$ cat src/rtl/id3fp_pkg.sv
`timescale 1ns / 1ps
package id3fp_pkg;

   typedef struct packed {
      logic [7:0] data_byte;
      logic       last_byte;
   } req_type;

   typedef struct packed {
      logic        kind;
      logic [31:0] frame_id;
      logic [31:0] frame_size;
      logic [15:0] frame_flags;
      logic [28:0] body_offset;
      logic [1:0]  frame_class;
      logic [7:0]  major_version;
      logic [2:0]  end_status;
      logic        is_last;
   } rsp_type;

   typedef enum logic [2:0] {
      PH_HDR,
      PH_ID,
      PH_SIZE,
      PH_FLAGS,
      PH_SKIP,
      PH_DONE
   } phase_type;

   localparam logic       KIND_FRAME  = 1'b0;
   localparam logic       KIND_STATUS = 1'b1;

   localparam logic [2:0] ST_PADDING   = 3'd0;
   localparam logic [2:0] ST_EXACT_END = 3'd1;
   localparam logic [2:0] ST_BAD_SIZE  = 3'd2;
   localparam logic [2:0] ST_SIZE_BYTE = 3'd3;
   localparam logic [2:0] ST_SHORT     = 3'd4;
   localparam logic [2:0] ST_NOT_ID3   = 3'd5;
   localparam logic [2:0] ST_TOO_NEW   = 3'd6;

   localparam logic [1:0] CLS_NONE  = 2'd0;
   localparam logic [1:0] CLS_TEXT  = 2'd1;
   localparam logic [1:0] CLS_COMM  = 2'd2;
   localparam logic [1:0] CLS_OTHER = 2'd3;

   localparam logic [23:0] TAG_MARK    = 24'h494433;
   localparam logic [31:0] ID_DEFAULT  = 32'h54585858;
   localparam logic [3:0]  HDR_LEN     = 4'd10;
   localparam logic [3:0]  FLAGS_LEN   = 4'd2;
   localparam logic [7:0]  REG_CFG_MAX = 8'd0;
   localparam logic [7:0]  MAX_VER_RST = 8'd4;

   // Map a three-character ID to its four-character form
   function automatic logic [31:0] convert_three(input logic [23:0] three);
      logic [31:0] four;
      unique case (three)
         "CRA": four = "AENC";  "PIC": four = "APIC";  "COM": four = "COMM";
         "EQU": four = "EQUA";  "ETC": four = "ETCO";  "GEO": four = "GEOB";
         "IPL": four = "IPLS";  "LNK": four = "LINK";  "MCI": four = "MCDI";
         "MLL": four = "MLLT";  "CNT": four = "PCNT";  "POP": four = "POPM";
         "BUF": four = "RBUF";  "RVA": four = "RVAD";  "REV": four = "RVRB";
         "SLT": four = "SYLT";  "STC": four = "SYTC";  "TAL": four = "TALB";
         "TBP": four = "TBPM";  "TCM": four = "TCOM";  "TCO": four = "TCON";
         "TCR": four = "TCOP";  "TDY": four = "TDLY";  "TEN": four = "TENC";
         "TXT": four = "TEXT";  "TFT": four = "TFLT";  "TIM": four = "TIME";
         "TT1": four = "TIT1";  "TT2": four = "TIT2";  "TT3": four = "TIT3";
         "TKE": four = "TKEY";  "TLA": four = "TLAN";  "TLE": four = "TLEN";
         "TMT": four = "TMED";  "TOT": four = "TOAL";  "TOF": four = "TOFN";
         "TOL": four = "TOLY";  "TOA": four = "TOPE";  "TOR": four = "TORY";
         "TP1": four = "TPE1";  "TP2": four = "TPE2";  "TP3": four = "TPE3";
         "TP4": four = "TPE4";  "TPA": four = "TPOS";  "TPB": four = "TPUB";
         "TRK": four = "TRCK";  "TRD": four = "TRDA";  "TSI": four = "TSIZ";
         "TRC": four = "TSRC";  "TSS": four = "TSSE";  "TXX": four = "TXXX";
         "TYE": four = "TYER";  "UFI": four = "UFID";  "ULT": four = "USLT";
         "WCM": four = "WCOM";  "WCP": four = "WCOP";  "WAF": four = "WOAF";
         "WAR": four = "WOAR";  "WAS": four = "WOAS";  "WPB": four = "WPUB";
         "WXX": four = "WXXX";
         default: four = ID_DEFAULT;
      endcase
      return four;
   endfunction

   // Classify a four-character ID
   function automatic logic [1:0] class_of(input logic [31:0] four);
      logic [1:0] cls;
      unique case (four)
         "COMM": cls = CLS_COMM;
         "TALB", "TBPM", "TCOM", "TCON", "TCOP", "TDAT", "TDEN", "TDLY",
         "TDOR", "TDRC", "TDRL", "TDTG", "TENC", "TEXT", "TFLT", "TIME",
         "TIPL", "TIT1", "TIT2", "TIT3", "TKEY", "TLAN", "TLEN", "TMCL",
         "TMED", "TMOO", "TOAL", "TOFN", "TOLY", "TOPE", "TORY", "TOWN",
         "TPE1", "TPE2", "TPE3", "TPE4", "TPOS", "TPRO", "TPUB", "TRCK",
         "TRDA", "TRSN", "TRSO", "TSIZ", "TSOA", "TSOP", "TSOT", "TSRC",
         "TSSE", "TSST", "TYER": cls = CLS_TEXT;
         "AENC", "APIC", "ASPI", "COMR", "ENCR", "EQUA", "EQU2", "ETCO",
         "GEOB", "GRID", "IPLS", "LINK", "MCDI", "MLLT", "OWNE", "PRIV",
         "PCNT", "POPM", "POSS", "RBUF", "RVAD", "RVA2", "RVRB", "SEEK",
         "SIGN", "SYLT", "SYTC", "TXXX", "UFID", "USER", "USLT", "WCOM",
         "WCOP", "WOAF", "WOAR", "WOAS", "WORS", "WPAY", "WPUB",
         "WXXX": cls = CLS_OTHER;
         default: cls = CLS_NONE;
      endcase
      return cls;
   endfunction

   function automatic rsp_type mk_status(input logic [7:0] ver, input logic [2:0] st);
      rsp_type r;
      r = '0;
      r.kind          = KIND_STATUS;
      r.major_version = ver;
      r.end_status    = st;
      return r;
   endfunction

endpackage

$ cat src/rtl/id3v2_frame_header_parser.sv
`timescale 1ns / 1ps
// Channel   Direction  Beat       Handshake
// req_      in         req_type   req_valid / req_stall
// rsp_      out        rsp_type   rsp_valid / rsp_stall
// csr_      in         max_version at address 0, APB write
//
// One file byte per cycle unless stalled: a byte is held in the input register
// and its up to two results are written into a four-entry result queue, from
// which they are shown. Synchronous reset clears the walk, the queue and sets
// max_version to 4. The input stalls only while the result queue holds more
// than two beats.
module id3v2_frame_header_parser #(
   parameter int POSITION_BITS = 32
) (
   input  logic               clock,
   input  logic               reset,
   input  logic               req_valid,
   output logic               req_stall,
   input  id3fp_pkg::req_type req_data,
   output logic               rsp_valid,
   input  logic               rsp_stall,
   output id3fp_pkg::rsp_type rsp_data,
   input  logic               csr_psel,
   input  logic               csr_penable,
   input  logic               csr_pwrite,
   input  logic [2:0]         csr_paddr,
   input  logic [31:0]        csr_pwdata,
   output logic [31:0]        csr_prdata,
   output logic               csr_pready
);
   import id3fp_pkg::*;

   logic [7:0] maxv_ff;
   logic       space;
   logic [1:0] push_count;
   rsp_type    push0, push1;
   logic       reg_hit;

   // Register access
   assign csr_pready = 1'b1;
   assign reg_hit    = {5'd0, csr_paddr} == {REG_CFG_MAX[5:0], 2'b00};
   assign csr_prdata = reg_hit ? {24'd0, maxv_ff} : 32'd0;

   always_ff @(posedge clock) begin
      if (reset) maxv_ff <= MAX_VER_RST;
      else if (csr_psel & csr_penable & csr_pwrite & reg_hit) maxv_ff <= csr_pwdata[7:0];
   end

   id3fp_core #(.POSITION_BITS(POSITION_BITS)) u_core (
      .clock      (clock),
      .reset      (reset),
      .max_version(maxv_ff),
      .req_valid  (req_valid),
      .req_stall  (req_stall),
      .req_data   (req_data),
      .space      (space),
      .push_count (push_count),
      .push0      (push0),
      .push1      (push1)
   );

   id3fp_rspq u_rspq (
      .clock     (clock),
      .reset     (reset),
      .push_count(push_count),
      .push0     (push0),
      .push1     (push1),
      .space     (space),
      .rsp_valid (rsp_valid),
      .rsp_stall (rsp_stall),
      .rsp_data  (rsp_data)
   );

endmodule

$ cat src/rtl/id3fp_rspq.sv
`timescale 1ns / 1ps
module id3fp_rspq (
   input  logic               clock,
   input  logic               reset,
   input  logic [1:0]         push_count,
   input  id3fp_pkg::rsp_type push0,
   input  id3fp_pkg::rsp_type push1,
   output logic               space,
   output logic               rsp_valid,
   input  logic               rsp_stall,
   output id3fp_pkg::rsp_type rsp_data
);
   import id3fp_pkg::*;

   rsp_type    q_ff [4];
   logic [1:0] wr_ff, wr_in, rd_ff, rd_in;
   logic [2:0] cnt_ff, cnt_in;
   logic       pop;

   assign space     = cnt_ff <= 3'd2;
   assign rsp_valid = cnt_ff != 3'd0;
   assign rsp_data  = q_ff[rd_ff];
   assign pop       = rsp_valid & ~rsp_stall;

   // Advance pointers and fill count
   always_comb begin
      wr_in  = wr_ff + push_count;
      rd_in  = rd_ff + {1'b0, pop};
      cnt_in = cnt_ff + {1'b0, push_count} - {2'b0, pop};
   end

   always_ff @(posedge clock) begin
      if (reset) begin
         wr_ff  <= '0;
         rd_ff  <= '0;
         cnt_ff <= '0;
      end else begin
         wr_ff  <= wr_in;
         rd_ff  <= rd_in;
         cnt_ff <= cnt_in;
      end
   end

   // Write up to two beats per cycle
   always_ff @(posedge clock) begin
      if (push_count != 2'd0) q_ff[wr_ff] <= push0;
      if (push_count == 2'd2) q_ff[wr_ff + 2'd1] <= push1;
   end

endmodule

$ cat src/rtl/id3fp_core.sv
`timescale 1ns / 1ps
module id3fp_core #(
   parameter int POSITION_BITS = 32
) (
   input  logic               clock,
   input  logic               reset,
   input  logic [7:0]         max_version,
   input  logic               req_valid,
   output logic               req_stall,
   input  id3fp_pkg::req_type req_data,
   input  logic               space,
   output logic [1:0]         push_count,
   output id3fp_pkg::rsp_type push0,
   output id3fp_pkg::rsp_type push1
);
   import id3fp_pkg::*;

   localparam int SW = ((POSITION_BITS > 32) ? POSITION_BITS : 32) + 2;

   // Input register
   logic    in_full_ff, in_full_in, proceed;
   req_type in_ff;

   // Walk state
   phase_type              phase_ff, phase_in;
   logic [3:0]             fc_ff, fc_in, fc_inc, idlen;
   logic [POSITION_BITS-1:0] pos_ff, pos_in;
   logic [28:0]            tag_end_ff, tag_end_in;
   logic [7:0]             ver_ff, ver_in, b;
   logic [31:0]            id_ff, id_in, size_ff, size_in, skip_ff, skip_in, sk;
   logic [15:0]            flags_ff, flags_in;
   logic                   bad_ff, bad_in, v2;

   // Frame completion terms
   logic [31:0]   size_cand, fd_id;
   logic [15:0]   flags_cand;
   logic [SW-1:0] body_w, stop_w, tag_end_w;
   rsp_type       desc;

   assign req_stall  = in_full_ff & ~space;
   assign proceed    = in_full_ff & space;
   assign in_full_in = (req_valid & ~req_stall) | (in_full_ff & ~proceed);

   always_ff @(posedge clock) begin
      if (reset) in_full_ff <= 1'b0;
      else       in_full_ff <= in_full_in;
   end

   always_ff @(posedge clock) begin
      if (req_valid & ~req_stall) in_ff <= req_data;
   end

   assign b      = in_ff.data_byte;
   assign v2     = ver_ff <= 8'd2;
   assign idlen  = v2 ? 4'd3 : 4'd4;
   assign fc_inc = fc_ff + 4'd1;
   assign sk     = (skip_ff != 32'd0) ? skip_ff - 32'd1 : skip_ff;

   // Size and flags as they stand once this byte is folded in
   always_comb begin
      size_cand = size_ff;
      if (phase_ff == PH_SIZE) begin
         if (ver_ff > 8'd3) size_cand = {size_ff[24:0], b[6:0]};
         else               size_cand = {size_ff[23:0], b};
      end
      flags_cand = (phase_ff == PH_FLAGS) ? {flags_ff[7:0], b} : flags_ff;
   end

   // Build the descriptor for a completed frame header
   always_comb begin
      body_w    = SW'(pos_ff) + SW'(1);
      stop_w    = body_w + SW'(size_cand);
      tag_end_w = SW'(tag_end_ff);
      fd_id     = v2 ? convert_three(id_ff[23:0]) : id_ff;
      desc               = '0;
      desc.kind          = KIND_FRAME;
      desc.frame_id      = fd_id;
      desc.frame_size    = size_cand;
      desc.frame_flags   = v2 ? 16'd0 : flags_cand;
      desc.body_offset   = body_w[28:0];
      desc.frame_class   = class_of(fd_id);
      desc.major_version = ver_ff;
   end

   // Step the walk by one byte
   always_comb begin
      phase_in   = phase_ff;
      fc_in      = fc_ff;
      pos_in     = (pos_ff == {POSITION_BITS{1'b1}}) ? pos_ff : pos_ff + 1'b1;
      tag_end_in = tag_end_ff;
      ver_in     = ver_ff;
      id_in      = id_ff;
      size_in    = size_ff;
      flags_in   = flags_ff;
      bad_in     = bad_ff;
      skip_in    = skip_ff;
      push_count = 2'd0;
      push0      = '0;
      push1      = '0;

      unique case (phase_ff)
         PH_HDR: begin
            if (fc_ff < 4'd3)       id_in   = {id_ff[23:0], b};
            else if (fc_ff == 4'd3) ver_in  = b;
            else if (fc_ff >= 4'd6) size_in = {size_ff[24:0], b[6:0]};
            fc_in = fc_inc;
            if (fc_inc >= HDR_LEN) begin
               if (id_in[23:0] != TAG_MARK) begin
                  push0 = mk_status(ver_in, ST_NOT_ID3);
                  push_count = 2'd1;
                  phase_in = PH_DONE;
               end else begin
                  tag_end_in = {1'b0, size_in[27:0]} + 29'd10;
                  if (ver_in > max_version) begin
                     push0 = mk_status(ver_in, ST_TOO_NEW);
                     push_count = 2'd1;
                     phase_in = PH_DONE;
                  end else begin
                     phase_in = PH_ID;
                     fc_in    = '0;
                     id_in    = '0;
                  end
               end
            end
         end
         PH_ID: begin
            if (fc_ff == 4'd0 && b == 8'd0) begin
               push0 = mk_status(ver_ff, ST_PADDING);
               push_count = 2'd1;
               phase_in = PH_DONE;
            end else begin
               id_in = {id_ff[23:0], b};
               fc_in = fc_inc;
               if (fc_inc >= idlen) begin
                  phase_in = PH_SIZE;
                  fc_in    = '0;
                  size_in  = '0;
                  bad_in   = 1'b0;
               end
            end
         end
         PH_SIZE, PH_FLAGS: begin
            size_in  = size_cand;
            flags_in = flags_cand;
            if (phase_ff == PH_SIZE && ver_ff > 8'd3) bad_in = bad_ff | b[7];
            fc_in = fc_inc;
            if (fc_inc >= ((phase_ff == PH_SIZE) ? idlen : FLAGS_LEN)) begin
               fc_in = '0;
               if (phase_ff == PH_SIZE && bad_in) begin
                  push0 = mk_status(ver_ff, ST_SIZE_BYTE);
                  push_count = 2'd1;
                  phase_in = PH_DONE;
               end else if (phase_ff == PH_SIZE && !v2) begin
                  phase_in = PH_FLAGS;
                  flags_in = '0;
               end else if (size_cand == 32'd0 || stop_w > tag_end_w) begin
                  push0 = mk_status(ver_ff, ST_BAD_SIZE);
                  push_count = 2'd1;
                  phase_in = PH_DONE;
               end else begin
                  push0 = desc;
                  push_count = 2'd1;
                  if (stop_w == tag_end_w) begin
                     push1 = mk_status(ver_ff, ST_EXACT_END);
                     push_count = 2'd2;
                     phase_in = PH_DONE;
                  end else begin
                     skip_in  = size_cand;
                     phase_in = PH_SKIP;
                  end
               end
            end
         end
         PH_SKIP: begin
            skip_in = sk;
            if (sk == 32'd0) begin
               phase_in = PH_ID;
               fc_in    = '0;
               id_in    = '0;
            end
         end
         PH_DONE: begin
         end
         default: begin
         end
      endcase

      // End of file: close the walk and rearm
      if (in_ff.last_byte) begin
         if (phase_in != PH_DONE) begin
            if (push_count == 2'd0) begin
               push0 = mk_status(ver_in, (phase_in == PH_HDR) ? ST_SHORT : ST_PADDING);
               push_count = 2'd1;
            end else begin
               push1 = mk_status(ver_in, (phase_in == PH_HDR) ? ST_SHORT : ST_PADDING);
               push_count = 2'd2;
            end
         end
         phase_in   = PH_HDR;
         fc_in      = '0;
         pos_in     = '0;
         tag_end_in = '0;
         ver_in     = '0;
         id_in      = '0;
         size_in    = '0;
         flags_in   = '0;
         bad_in     = 1'b0;
         skip_in    = '0;
      end

      // Mark the final beat of this byte
      if (push_count == 2'd1) push0.is_last = 1'b1;
      if (push_count == 2'd2) push1.is_last = 1'b1;
      if (!proceed) push_count = 2'd0;
   end

   always_ff @(posedge clock) begin
      if (reset) begin
         phase_ff   <= PH_HDR;
         fc_ff      <= '0;
         pos_ff     <= '0;
         tag_end_ff <= '0;
         ver_ff     <= '0;
         id_ff      <= '0;
         size_ff    <= '0;
         flags_ff   <= '0;
         bad_ff     <= 1'b0;
         skip_ff    <= '0;
      end else if (proceed) begin
         phase_ff   <= phase_in;
         fc_ff      <= fc_in;
         pos_ff     <= pos_in;
         tag_end_ff <= tag_end_in;
         ver_ff     <= ver_in;
         id_ff      <= id_in;
         size_ff    <= size_in;
         flags_ff   <= flags_in;
         bad_ff     <= bad_in;
         skip_ff    <= skip_in;
      end
   end

endmodule
$ cat config.mk
export PLATFORM = sky130hd
export DESIGN_NAME = id3v2_frame_header_parser
export DESIGN_NICKNAME = d
export VERILOG_FILES = /design/src/rtl/id3fp_pkg.sv /design/src/rtl/id3v2_frame_header_parser.sv /design/src/rtl/id3fp_rspq.sv /design/src/rtl/id3fp_core.sv
export SDC_FILE = /design/constraint.sdc
export NUM_CORES = 2
export LEC_CHECK = 0
export BUFFER_PORTS_ARGS = -buffer_cell sky130_fd_sc_hd__buf_2
export CAP_MARGIN = 10
export CORE_MARGIN = 1.5
export CORE_UTILIZATION = 53
export DETAILED_ROUTE_END_ITERATION = 6
export GPL_ROUTABILITY_DRIVEN = 1
export PLACE_DENSITY = 0.7
export SETUP_SLACK_MARGIN = 0.5
export SLEW_MARGIN = 15
export SYNTH_ARGS = -nofsm -noshare
export SYNTH_HDL_FRONTEND = slang
export SYNTH_SLANG_ARGS = --single-unit
export TNS_END_PERCENT = 10
$ cat constraint.sdc
create_clock -name clock -period 7 [get_ports clock]
set_input_delay 1.4 -clock clock [delete_from_list [all_inputs] [get_ports clock]]
set_output_delay 1.4 -clock clock [all_outputs]
set_load 0.1 [all_outputs]
[After elaboration in Yosys (flattened, before gate mapping)]
Memories as Yosys holds them, arrays and structs flattened. A register that Yosys moved wholly into a read port is not among the register bits.
Index checks and enable logic that the tools add are counted.
Operators by class
  add/subtract/negate cells: 11
  magnitude comparators: 10
  equal/unequal tests: 177
  muxes and demuxes: 122
  bitwise logic cells: 14
  reductions and logical operators: 37
Operator list (number)
  == test 32 x 31 -> 1 bit, second input constant: 92
  2-to-1 mux 124 bit: 20
  case mux 29 bit (60 select lines): 1
  == test 24 x 23 -> 1 bit, second input constant: 60
  2-to-1 mux 32 bit: 27
  case mux 124 bit (3 select lines): 1
  case mux 32 bit (3 select lines): 2
  2-to-1 mux 29 bit: 4
  2-to-1 mux 16 bit: 7
  zero test 32 bit: 2
  case mux 32 bit (2 select lines): 1
  OR reduction 51 bit: 1
  2-to-1 mux 8 bit: 6
  OR reduction 40 bit: 1
  2-to-1 mux 3 bit: 13
  2-to-1 mux 4 bit: 9
  adder 34 x 32 -> 34 bit: 1
  == test 34 x 29 -> 1 bit: 1
  greater-than comparator 34 x 29 -> 1 bit: 1
  adder 32 x 1 -> 33 bit, second input constant: 1
  adder 32 x 1 -> 32 bit, second input constant: 1
  == test 32 bit, second input constant: 1
  nonzero test 32 bit: 1
  subtractor 32 x 1 -> 32 bit, second input constant: 1
  other kinds (50): 116
Word-level totals
  flip-flop bits (word level): 214
  bits in writable memories: 496
  input bits: 51
  output and inout bits: 159
  word-level logic and storage cells: 390
  memories: 1
Memory list
  u_rspq.q_ff: depth 4, bits a word 124, read ports 1, clocked after Yosys merged registers in 1, write ports 2, RTL line id3fp_rspq.sv:15  | rsp_type q_ff [4];

[Depth between registers and ports, before layout]
  depth after elaboration: 19
  gate-level depth with buffers: 37
  gate-level depth less buffers: 36

[Cells and area by module]
Synthesis repeated with hierarchy kept, for this count alone.
Unflattened totals
  cell total of the unflattened synthesis: 4320
  area, all modules: 45861.5 µm²
Modules (own cells, without submodules)
  id3fp_rspq: times used 1, cells each 1249, area each 24154.4 µm², seq. area each 15034.4 µm²
  id3fp_core: times used 1, cells each 3000, area each 21076.5 µm², seq. area each 4073.9 µm²
  id3v2_frame_header_parser: times used 1, cells each 71, area each 630.6 µm², seq. area each 160.2 µm²

[Least setup slack after synthesis]
No wires, ideal clock.
  path kind: reg-to-reg
  start point: reg u_core.phase_ff[2]
  end point: mem u_rspq.q_ff[3][0] in the netlist's numbering, enable pin
  library setup time: 350 ps
  arrival: 7128 ps
  data required time: 6650 ps
  path slack: -478 ps
  cell stages (with the launch flop): 36
  path buffers: 6
  period minus slack after synthesis: 7478 ps
  cell sequence: dfxtp_1 -> clkbuf_1 -> nor3b_1 -> clkbuf_1 -> clkbuf_1 -> mux2i_1 -> inv_1 -> ha_1 -> fa_1 -> a21oi_1 -> o21ai_0 -> a21o_1 -> maj3_1 -> a211oi_1 -> nor2_1 -> a21o_1 -> a21oi_1 -> xnor2_1 -> ha_1 -> a21o_1 -> a21o_1 -> a21oi_1 -> nor2b_1 -> o21ai_0 -> a21oi_1 -> a211o_1 -> a211oi_1 -> o2111ai_1 -> a21bo_4 -> a21oi_4 -> o21ai_1 -> or2_1 -> buf_4 -> buf_6 -> buf_2 -> nand2_1
RTL lines
  start: declaration: RTL line id3fp_core.sv:25  | phase_type phase_ff, phase_in;
  start signal: assignment: RTL line id3fp_core.sv:230  | phase_ff <= phase_in;
  end: declaration: RTL line id3fp_rspq.sv:15

==> out/qor.log <==
qor: synthesis.post_synth_most_frequent_cells 761 x sky130_fd_sc_hd__nor2_1, 653 x sky130_fd_sc_hd__dfxtp_1, 373 x sky130_fd_sc_hd__nand2_1
qor: placed_design.dp_hpwl 107500 um
qor: synthesis.post_synth.cell_area_avg 8.073 sq um
qor: route.detailedRoute.firstPassIterationCount 7
qor: synthesis.yosysTopAreaCellShare 32.12%
qor: global_route.grt.met3_usage 9.743%
qor: timing.timing.final.hold_violations 0
qor: synthesis.synthMostInstantiatedCell sky130_fd_sc_hd__nor2_1
qor: timing.final.setup_skew 0.05450 ns
qor: critical_path.cp_data_required_time 7.51 ns
qor: flow_run.cap_viol_max_count 0
qor: route.detail_route.vias_per_cell 6.681
qor: critical_path.critPathMostFrequentCell sky130_fd_sc_hd__a21o_1
qor: global_route.grt_remaining_overflow 0
qor: synthesis.synth_seq_area_share 36.32%
qor: timing.max_slew.worst_pin.slew 1.246 ns
qor: route.drt_wl_total 170200 um
qor: placed_design.place_worst_setup_slack -0.3002 ns
qor: route.drtAntennaViolNets 0
qor: clock_network.cts_tree built
qor: timing.final.min_clock_period 7.016 ns
qor: die.fp.dieW 280.1 um
qor: critical_path.crit_slowest_cell sky130_fd_sc_hd__a21oi_1
qor: power_and_ir_drop.power.static_leakage 19.74 nW
qor: synthesis.netlist_instances 5042
qor: cells_and_area.n_fill_cell 6144
qor: route.post-route-drc-count 23
qor: clock_network.htreeDepth 3
qor: timing.timing.max_slew.rel_slack 15.83%
qor: critical_path.critPathCaptureType flip-flop
qor: die.die_area 78470 sq um
qor: synthesis.yosys_warnings 0
qor: synthesis.synth.distinct_cells 97
qor: timing.share_of_the_clock_period_used_by_the_worst_path_after_layout 100.2%
qor: critical_path.critical_path_class reg2reg
qor: global_route.first_global_vias 39510
qor: synthesis.synthArstFlopShare 0%
qor: cells_and_area.final_layout_size_suffix_gt1_share 22.15%
qor: global_route.globalRouteMet1Util 51.83%
qor: clock_network.clk_transition_reported_paths 0.06 ns
qor: global_route.global_route_wire_length_before_repair 237400 um
qor: die.starting_density_of_the_core 53.60%
qor: synthesis.synthDominantAreaCellType sky130_fd_sc_hd__dfxtp_1
qor: timing.setup_ws -0.01631 ns
qor: die.core 75950 sq um
qor: die.ioPinCount 210
qor: global_route.initial_antenna_violation_count 6
qor: timing.worst_hold_margin 0.4565 ns
qor: global_route.pin_count_of_the_biggest_net_entering_global_routing 135
qor: synthesis.syn_area 40710 sq um
qor: route.route.vias.total 43520
qor: synthesis.synth-seq-cells 710
qor: status.status complete, but fails checks
qor: synthesis.postSynth.topFlopCell sky130_fd_sc_hd__dfxtp_1
qor: clock_network.clk_root_buffer_cell sky130_fd_sc_hd__clkbuf_16
qor: route.avgRoutedWirePerCell 26.13 um
qor: clock_network.cts_max_path_buffers 3
qor: synthesis.biggest_area_contributors_in_the_synthesized_netlist sky130_fd_sc_hd__dfxtp_1 32%, sky130_fd_sc_hd__nor2_1 7.0%, sky130_fd_sc_hd__mux4_2 6.9%, sky130_fd_sc_hd__nand3_1 4.3%, sky130_fd_sc_hd__edfxtp_1 4.2%
qor: clock_network.cts_inserted_buffers 77
qor: hold_path.timing.hold.worst.class reg2reg
qor: global_route.grt-busiest-layer met2
qor: critical_path.r2r_cells 33
qor: status.failed_checks DRC, setup timing
qor: timing.drv_slew 0
qor: timing.rsz0062_at_grt yes
qor: clock_network.numClockSinks 710
qor: global_route.groute.usage.overall 38.92%
qor: die.die_h 280.1 um
qor: global_route.gr-usage-met2 59.58%
qor: timing.max_freq 0.1425 GHz
qor: critical_path.cpPeakStageDelay 0.36 ns
qor: critical_path.crit_path_arrival_time 7.53 ns
qor: hold_path.min_delay_path_depth 2
qor: cells_and_area.nets 5566
qor: critical_path.timing.critical_path.from_type flip-flop
qor: critical_path.worst-r2r-setup-slack -0.02 ns
qor: timing.report.final.setup_viol 1
qor: route.detail_route.iter0.violations 6016
qor: placed_design.finalWeightedCongestion 1.064
qor: critical_path.path_max_fanout 11
qor: clock_network.skew_pair_late_insertion_delay 0.67 ns
qor: die.row_count 101
qor: placed_design.buffer_ports.inserted 160
qor: cells_and_area.syn_to_final_growth 23.61%
qor: synthesis.synth_enable_flop_cells 57
qor: power_and_ir_drop.cellPowerDensity 209.5 nW/um^2
qor: power_and_ir_drop.max-vdd-ir-drop 0.2558 mV
-- state kept, by name, indices dropped and copies added, names as in the netlist, 16 cells and up --
signal	flops
u_core.tag_end_ff	29
u_rspq.q_ff	496
u_core.size_ff	32
u_core.id_ff	32
u_core.flags_ff	16
u_core.skip_ff	32
u_core.pos_ff	32
-- layout make-up --
| class | count | area, sq um | share of cell area [%] |
|---|---|---|---|
| clock buffers | 101 | 2108 | 4.190 |
| repair buffers | 715 | 6385 | 12.69 |
| well taps | 1030 | 1289 | 2.561 |
| diodes | 3 | 7.507 | 0.01492 |
| multi-input cells | 3802 | 24730 | 49.16 |
| clock inverters | 31 | 535.5 | 1.064 |
| flip-flops and latches | 710 | 14800 | 29.41 |
| inverters | 122 | 457.9 | 0.9102 |
-- per-stage QoR --
step / std cells / cell area, sq um / power [W] / util [%] / TNS (ns)
detailed placement: 6273 / 45120 / 0.006182 / 59.41 / -21.94
global route: 6511 / 50310 / 0.01079 / 66.24 / -0.2048
CTS: 6437 / 48560 / 0.01039 / 63.94 / 0
floorplan: 5065 / 40970 / 0.005594 / - / 0
global placement: 6273 / 45120 / 0.006171 / 59.41 / -0.3210
finish: 6514 / 50310 / 0.01054 / 66.25 / -0.01631
-- per-layer routing --
| layer | vias to the layer above | share of wire [%] |
|---|---|---|
| met5 | - | 0.053 |
| met4 | 10 | 6.2 |
| met3 | 705 | 12 |
| met2 | 3066 | 43 |
| met1 | 20750 | 38 |
| li1 | 18990 | - |
-- worst paths after layout --
path,startpoint,to
setup / recovery,u_core.phase_ff[1],u_rspq.q_ff[2][48]
hold / removal,u_rspq.q_ff[3][120],u_rspq.q_ff[3][120]
setup reg to reg,u_core.phase_ff[1],u_rspq.q_ff[2][48]
hold reg to reg,u_rspq.q_ff[3][120],u_rspq.q_ff[3][120]
-- cells in the final DEF (no fill, tap or decap), types with 115 or more instances in the layout --
cell type	n
sky130_fd_sc_hd__nor2_1	753
sky130_fd_sc_hd__dfxtp_1	646
sky130_fd_sc_hd__buf_4	448
sky130_fd_sc_hd__nand2_1	368
sky130_fd_sc_hd__a21oi_1	326
sky130_fd_sc_hd__nand3_1	310
sky130_fd_sc_hd__o21ai_0	269
sky130_fd_sc_hd__nor3_1	161
sky130_fd_sc_hd__buf_2	159
sky130_fd_sc_hd__mux4_2	124
sky130_fd_sc_hd__inv_1	115
-- repair_timing --
item,CTS,global route
endpoints found under the setup margin,576,579
hold buffers,0,0
resized for setup,66,191
setup buffers,21,32
gates cloned,11,42
pin swaps,34,64
-- where the power goes --
| part | switching, W | internal (W) | total [W] |
|---|---|---|---|
| Combinational | 0.00129 | 0.000672 | 0.00196 |
| Sequential | 0.000149 | 0.00414 | 0.00429 |
| Clock | 0.00183 | 0.00245 | 0.00429 |
-- logic make-up (layout without fill, tap and decap cells) --
logic type	Yosys count	after routing	share of synthesized area [%]
flops	710	710	36.32
compound gates	1154	1154	17.37
simple gates	2209	2209	26.27
xor+xnor	104	104	2.238
fa+ha+maj	90	90	2.785
buf+inv	553	969	5.723
other cells	2	28	0.01845
mux	220	220	9.274
-- worst max-delay path: cells and delay by family, from the launching register on --
kind            cells  cell delay (ns)
compound gates     18             3.51
fa+ha+maj           4             1.02
buf+inv             5             0.88
simple gates        4             0.71
xor+xnor            1             0.10
flops               1             0.34
mux                 1             0.27
Note: power is estimated with default switching activity, not from simulation.
